`config.mk`:
```
export PLATFORM = sky130hd
export DESIGN_NAME = wicst_ctrl
export DESIGN_NICKNAME = d
export VERILOG_FILES = /design/src/rtl/core/wicst_pkg.sv /design/src/rtl/core/wicst_ctrl.sv
export SDC_FILE = /design/constraint.sdc
export NUM_CORES = 1
export LEC_CHECK = 0
export BUFFER_PORTS_ARGS = -buffer_cell sky130_fd_sc_hd__buf_2
export CAP_MARGIN = 20
export CELL_PAD_IN_SITES_DETAIL_PLACEMENT = 0
export CELL_PAD_IN_SITES_GLOBAL_PLACEMENT = 1
export CORE_MARGIN = 3
export CORE_UTILIZATION = 30
export CTS_BUF_LIST = sky130_fd_sc_hd__clkbuf_8 sky130_fd_sc_hd__clkbuf_16
export DETAILED_ROUTE_END_ITERATION = 10
export PLACE_DENSITY_LB_ADDON = 0.12
export REMOVE_ABC_BUFFERS = 1
export SLEW_MARGIN = 15
export SYNTH_ARGS = -nofsm -noshare
export SYNTH_HDL_FRONTEND = slang
export SYNTH_SLANG_ARGS = --single-unit
```
`constraint.sdc`:
```
create_clock -name clk -period 1.7 [get_ports clk]
set_input_delay 0.34 -clock clk [delete_from_list [all_inputs] [get_ports clk]]
set_output_delay 0.34 -clock clk [all_outputs]
set_load 0.01 [all_outputs]
```
`src/rtl/core/wicst_pkg.sv`:
```
// wicst_pkg: shared constants, types and the per-chunk update rule for the
// write-intent chunk state table. No dependencies.
`timescale 1ns / 1ps

package wicst_pkg;

  // table geometry
  localparam int MAX_CHUNKS  = 4096;
  localparam int IDX_W       = $clog2(MAX_CHUNKS);
  localparam int CNT_W       = 13;
  localparam int SHIFT_W     = 5;
  localparam int SYNC_WINDOW = 8;

  // stream payload widths
  localparam int CMD_W   = 3;
  localparam int OFF_W   = 48;
  localparam int SECT_W  = 32;
  localparam int BLK_W   = 32;
  localparam int IN_W    = 88;
  localparam int OUT_W   = 40;
  localparam int CFG_W   = 13;

  // configuration register indexes
  localparam logic CFG_CHUNK_SHIFT = 1'b0;
  localparam logic CFG_CHUNK_COUNT = 1'b1;

  // command codes
  localparam logic [CMD_W-1:0] CMD_WRITE_MARK   = 3'd0;
  localparam logic [CMD_W-1:0] CMD_LOAD         = 3'd1;
  localparam logic [CMD_W-1:0] CMD_DAEMON_CLEAR = 3'd2;
  localparam logic [CMD_W-1:0] CMD_SYNC_QUERY   = 3'd3;
  localparam logic [CMD_W-1:0] CMD_SYNC_END     = 3'd4;
  localparam logic [CMD_W-1:0] CMD_SYNC_CLOSE   = 3'd5;
  localparam logic [CMD_W-1:0] CMD_MARK_ALL     = 3'd6;

  // chunk states
  localparam logic [1:0] ST_CLEAN  = 2'd0;
  localparam logic [1:0] ST_DIRTY  = 2'd1;
  localparam logic [1:0] ST_RESYNC = 2'd2;

  typedef enum logic [2:0] {
    S_CLEAR,
    S_IDLE,
    S_CALC,
    S_CLIP,
    S_WALK,
    S_DRAIN,
    S_FINISH
  } state_t;

  typedef struct packed {
    logic latch;
    logic calc;
    logic clip;
    logic issue;
    logic clear_step;
    logic load_out;
  } ctrl_cmd_t;

  typedef struct packed {
    logic empty;
    logic issue_last;
    logic clear_last;
  } dp_status_t;

  function automatic logic [1:0] next_chunk_state(input logic [CMD_W-1:0] cmd,
                                                  input logic [1:0] st);
    logic [1:0] res;
    res = st;
    case (cmd)
      CMD_WRITE_MARK, CMD_MARK_ALL: begin
        if (st != ST_DIRTY && st != ST_RESYNC) res = ST_DIRTY;
      end
      CMD_LOAD: begin
        if (st == ST_DIRTY) res = ST_RESYNC;
      end
      CMD_DAEMON_CLEAR: begin
        if (st == ST_DIRTY) res = ST_CLEAN;
      end
      CMD_SYNC_END, CMD_SYNC_CLOSE: begin
        if (st == ST_RESYNC) res = ST_DIRTY;
      end
      default: res = st;
    endcase
    return res;
  endfunction

endpackage

```
`src/rtl/core/wicst_ctrl.sv`:
```
// wicst_ctrl: sequencer for the chunk state table: clearing pass, range
// setup, memory walk and output handshake. Depends on wicst_pkg.
`timescale 1ns / 1ps

module wicst_ctrl (
  input  logic                   clk,
  input  logic                   rst,
  input  logic                   s_tvalid,
  output logic                   s_tready,
  output logic                   m_tvalid,
  input  logic                   m_tready,
  input  wicst_pkg::dp_status_t  sts,
  output wicst_pkg::ctrl_cmd_t   cmd
);

  wicst_pkg::state_t state, state_next;
  logic out_valid, out_valid_next;

  always_ff @(posedge clk) begin
    if (rst) begin
      state     <= wicst_pkg::S_CLEAR;
      out_valid <= 1'b0;
    end else begin
      state     <= state_next;
      out_valid <= out_valid_next;
    end
  end

  always_comb begin
    state_next = state;
    cmd        = '0;
    s_tready   = 1'b0;
    case (state)
      wicst_pkg::S_CLEAR: begin
        cmd.clear_step = 1'b1;
        if (sts.clear_last) state_next = wicst_pkg::S_IDLE;
      end
      wicst_pkg::S_IDLE: begin
        s_tready = 1'b1;
        if (s_tvalid) begin
          cmd.latch  = 1'b1;
          state_next = wicst_pkg::S_CALC;
        end
      end
      wicst_pkg::S_CALC: begin
        cmd.calc   = 1'b1;
        state_next = wicst_pkg::S_CLIP;
      end
      wicst_pkg::S_CLIP: begin
        cmd.clip   = 1'b1;
        state_next = sts.empty ? wicst_pkg::S_FINISH : wicst_pkg::S_WALK;
      end
      wicst_pkg::S_WALK: begin
        cmd.issue = 1'b1;
        if (sts.issue_last) state_next = wicst_pkg::S_DRAIN;
      end
      wicst_pkg::S_DRAIN: begin
        // last write-back and resync check land here
        state_next = wicst_pkg::S_FINISH;
      end
      wicst_pkg::S_FINISH: begin
        if (!out_valid || m_tready) begin
          cmd.load_out = 1'b1;
          state_next   = wicst_pkg::S_IDLE;
        end
      end
      default: state_next = wicst_pkg::S_IDLE;
    endcase
  end

  always_comb begin
    out_valid_next = out_valid;
    if (cmd.load_out) out_valid_next = 1'b1;
    else if (m_tready) out_valid_next = 1'b0;
  end

  assign m_tvalid = out_valid;

`ifndef NO_ASSERTIONS
  a_load_slot_free: assert property (@(posedge clk) disable iff (rst)
    cmd.load_out |-> (!out_valid || m_tready))
    else $error("output word overwritten before it was taken");

  a_walk_stops: assert property (@(posedge clk) disable iff (rst)
    (cmd.issue && sts.issue_last) |=> !cmd.issue)
    else $error("walk continued past its last chunk");

  a_result_kept: assert property (@(posedge clk) disable iff (rst)
    (out_valid && !m_tready) |=> out_valid)
    else $error("pending result dropped");

  a_clear_alone: assert property (@(posedge clk) disable iff (rst)
    cmd.clear_step |-> (!cmd.issue && !s_tready))
    else $error("clearing pass overlapped other work");
`endif

endmodule

```
==> metrics.csv <==
stage;metric;value;unit
yosys;ys_warn_count;0;
timing;timing.final.crit_period;1.58;ns
clock_network;cts-resized-gates;0;
placed_design;hpwl;711;um
timing;fin_setup_tns;0;ns
layout;diodes;0;
die;fp.dieW;42.5;um
clock_network;clkLatencyLatePin;0.21;ns
layout;instances_no_fill;78;
die;start_util;34.1;%
power;p_leak;0.237;nW
yosys;synth_area;399;um2
timing;setup-violations-final;0;
clock_network;htreeDepth;1;
worst_setup_path;crit_slowest_cell;dfxtp_1;
yosys;synth_edf_count;0;
worst_setup_path;path_delay_family;flip-flops;
detailed_routing;drt-total-wl;906;um
worst_setup_path;path_max_fanout;10;
flow_run;cap_violations;0;
yosys;synth.distinct_cells;26;
timing;slew_viol_final;0;
timing;grt_setup_unrepaired;false;
layout;mostFrequentLayoutCells;14 x buf_2, 6 x nor2_1, 4 x dfxtp_1;
layout;final_common_cell;buf_2;
grt;grt_max_degree;15;
detailed_routing;drtIter0Drc;6;
grt;grt_pass1_vias;371;
worst_setup_path;setup.worst_path.end;cmd[0];
worst_setup_path;cp_slowest_stage_delay;0.53;ns
worst_setup_path;path_cells;nor2b_1 > and3_1 > buf_2;
die;die_h;42.5;um
grt;track_usage;11.8;%
placed_design;portBuffers;14;
clock_network;cts_num_sinks;4;
die;dieArea;1800;um2
worst_setup_path;ff2ff_setup_slack;0.21;ns
clock_network;cts_tree;built;
yosys;netlist_instances;50;
timing;slew_headroom;75.5;%
timing;tightest_slew;0.367;ns
detailed_routing;wl_per_cell;11.6;um
layout;syn_to_final_growth;25.4;%
worst_setup_path;timing.rr.start;state[0]$_SDFFE_PP0P_;
die;num_rows;12;
yosys;async_flop_share;0;%
grt;grt_first_pass_wirelength;1.64;mm
worst_setup_path;path_buf_inv;1;
worst_setup_path;endpoint_kind;output port;
clock_network;clk_pin_slew;0.03;ns
worst_setup_path;crit_type;reg2out;
yosys;ys.flop_type;dfxtp_1;
yosys;ys_ff_latch;4;
grt;grt_remaining_overflow;0;
layout;fillCellCount;128;
clock_network;cts_hold_buf;0;
placed_design;placedCellCount;75;
detailed_routing;via_per_inst;5.13;
worst_setup_path;worstSetupStartpoint;state[0]$_SDFFE_PP0P_;
worst_setup_path;cp-start-kind;flip-flop;
placed_design;gp_congestion;0.825;
clock_network;numCtsBuffers;3;
worst_setup_path;rr_worst_depth;4;
detailed_routing;route.detailed.drc;0;
yosys;ys_seq_area_share;20.1;%
hold_path;hold_path_class;in2reg;
power;powerDensity;1480;nW/um2
timing;finalClockSkew;0.00126;ns
run_status;status;complete, no violations;
detailed_routing;drtAntennaViolNets;0;
worst_setup_path;timing.rr.end;state[0]$_SDFFE_PP0P_;
timing;fmax;634;MHz
die;pin_count;15;
detailed_routing;drt_first_pass_iters;4;
worst_setup_path;worstSetupPathDepth;3;
clock_network;cts_root_buf;clkbuf_8;
detailed_routing;via_count;400;
timing;hold_viol;0;
layout;fin_nets;74;
grt;grt_antenna_before_repair;0;
layout;drive_above_1_share;34.4;%
power;ir_worst_vdd;0.000397;V
die;core;1170;um2
clock_network;cts_setup_buffers;0;
worst_setup_path;critPathRequiredTime;1.36;ns
timing;finalCritPeriodShare;92.8;%
worst_setup_path;arrival;1.24;ns
yosys;postSynthAreaPerCell;7.98;um2
clock_network;clk_path_buf_depth;2;
==> power by group <==
group / switching, mW / internal, mW
combinational: 0.214 / 0.178
sequential: 0.0389 / 0.117
clock: 0.0436 / 0.150
total: 0.296 / 0.445
==> cells by family (layout without fill, tap and decap cells) <==
| group | after synthesis | count (layout) | synth area share [%] |
|---|---|---|---|
| and+or+nand+nor | 22 | 22 | 28.5 |
| AOI/OAI and AO/OA | 13 | 13 | 28.5 |
| buffers and inverters | 7 | 21 | 12.5 |
| DFF | 4 | 4 | 20.1 |
| muxes | 2 | 2 | 5.02 |
| adders and majority gates | 1 | 1 | 3.13 |
| xor gates and xnor gates | 1 | 1 | 2.19 |
==> stage by stage <==
step / total power, mW / setup slack [ns] / area, um2 / hold slack, ns / utilization, %
3_3_place_gp: 0.555 / 0.241 / 459 / 0.522 / 39.2
4_1_cts: 0.747 / 0.133 / 500 / 0.372 / 42.7
5_1_grt: 0.815 / 0.0355 / 500 / 0.392 / 42.7
6_report: 0.741 / 0.123 / 500 / 0.376 / 42.7
3_5_place_dp: 0.548 / 0.241 / 459 / 0.523 / 39.2
2_1_floorplan: 0.427 / 0.00400 / 357 / 0.409 / -
==> sequential cells by signal, summed over array words and instances (netlist names) <==
register and cells:
m_tvalid 1, state 3
==> cell type report <==
type                       instances  area, um2  area share [%]
multi-input combinational         39        269            53.8
tap                               14       17.5            3.50
inverter                           2       7.51            1.50
timing repair buffer              16       85.1            17.0
clock buffer                       3       41.3            8.25
sequential                         4       80.1            16.0
==> routing by layer <==
layer	track usage (%)	share of wire, %
met1	15.7	50
met2	17.3	44
met3	3.86	6.0
met4	4.97	0
met5	0	0
==> worst min-delay path by stage <==
| stage | start | to | slack, ns | cells past startpoint |
|---|---|---|---|---|
| after floorplan | rst | m_tvalid$_SDFFE_PP0P_ | 0.41 | 1 |
| after detailed placement | m_tvalid$_SDFFE_PP0P_ | m_tvalid$_SDFFE_PP0P_ | 0.52 | 2 |
| after global placement | m_tvalid$_SDFFE_PP0P_ | m_tvalid$_SDFFE_PP0P_ | 0.52 | 2 |
| final | rst | m_tvalid$_SDFFE_PP0P_ | 0.38 | 2 |
| after CTS | rst | m_tvalid$_SDFFE_PP0P_ | 0.37 | 2 |
| after global routing | rst | m_tvalid$_SDFFE_PP0P_ | 0.39 | 2 |
==> synthesized netlist by cell type (all sizes together), types with 2 or more instances <==
| cell type | instances | area (um2) |
|---|---|---|
| o21ai | 2 | 10.0 |
| nand2b | 3 | 18.8 |
| buf | 5 | 42.5 |
| inv | 2 | 7.51 |
| nor3 | 3 | 15.0 |
| a311oi | 2 | 17.5 |
| and3 | 2 | 12.5 |
| nor2 | 7 | 28.8 |
| a21oi | 2 | 10.0 |
| mux2i | 2 | 20.0 |
| dfxtp | 4 | 80.1 |
| and2 | 2 | 15.0 |
| o21bai | 2 | 15.0 |
| nand2 | 3 | 11.3 |
| nor2b | 2 | 12.5 |
Note: power is estimated with default switching activity, not from simulation.
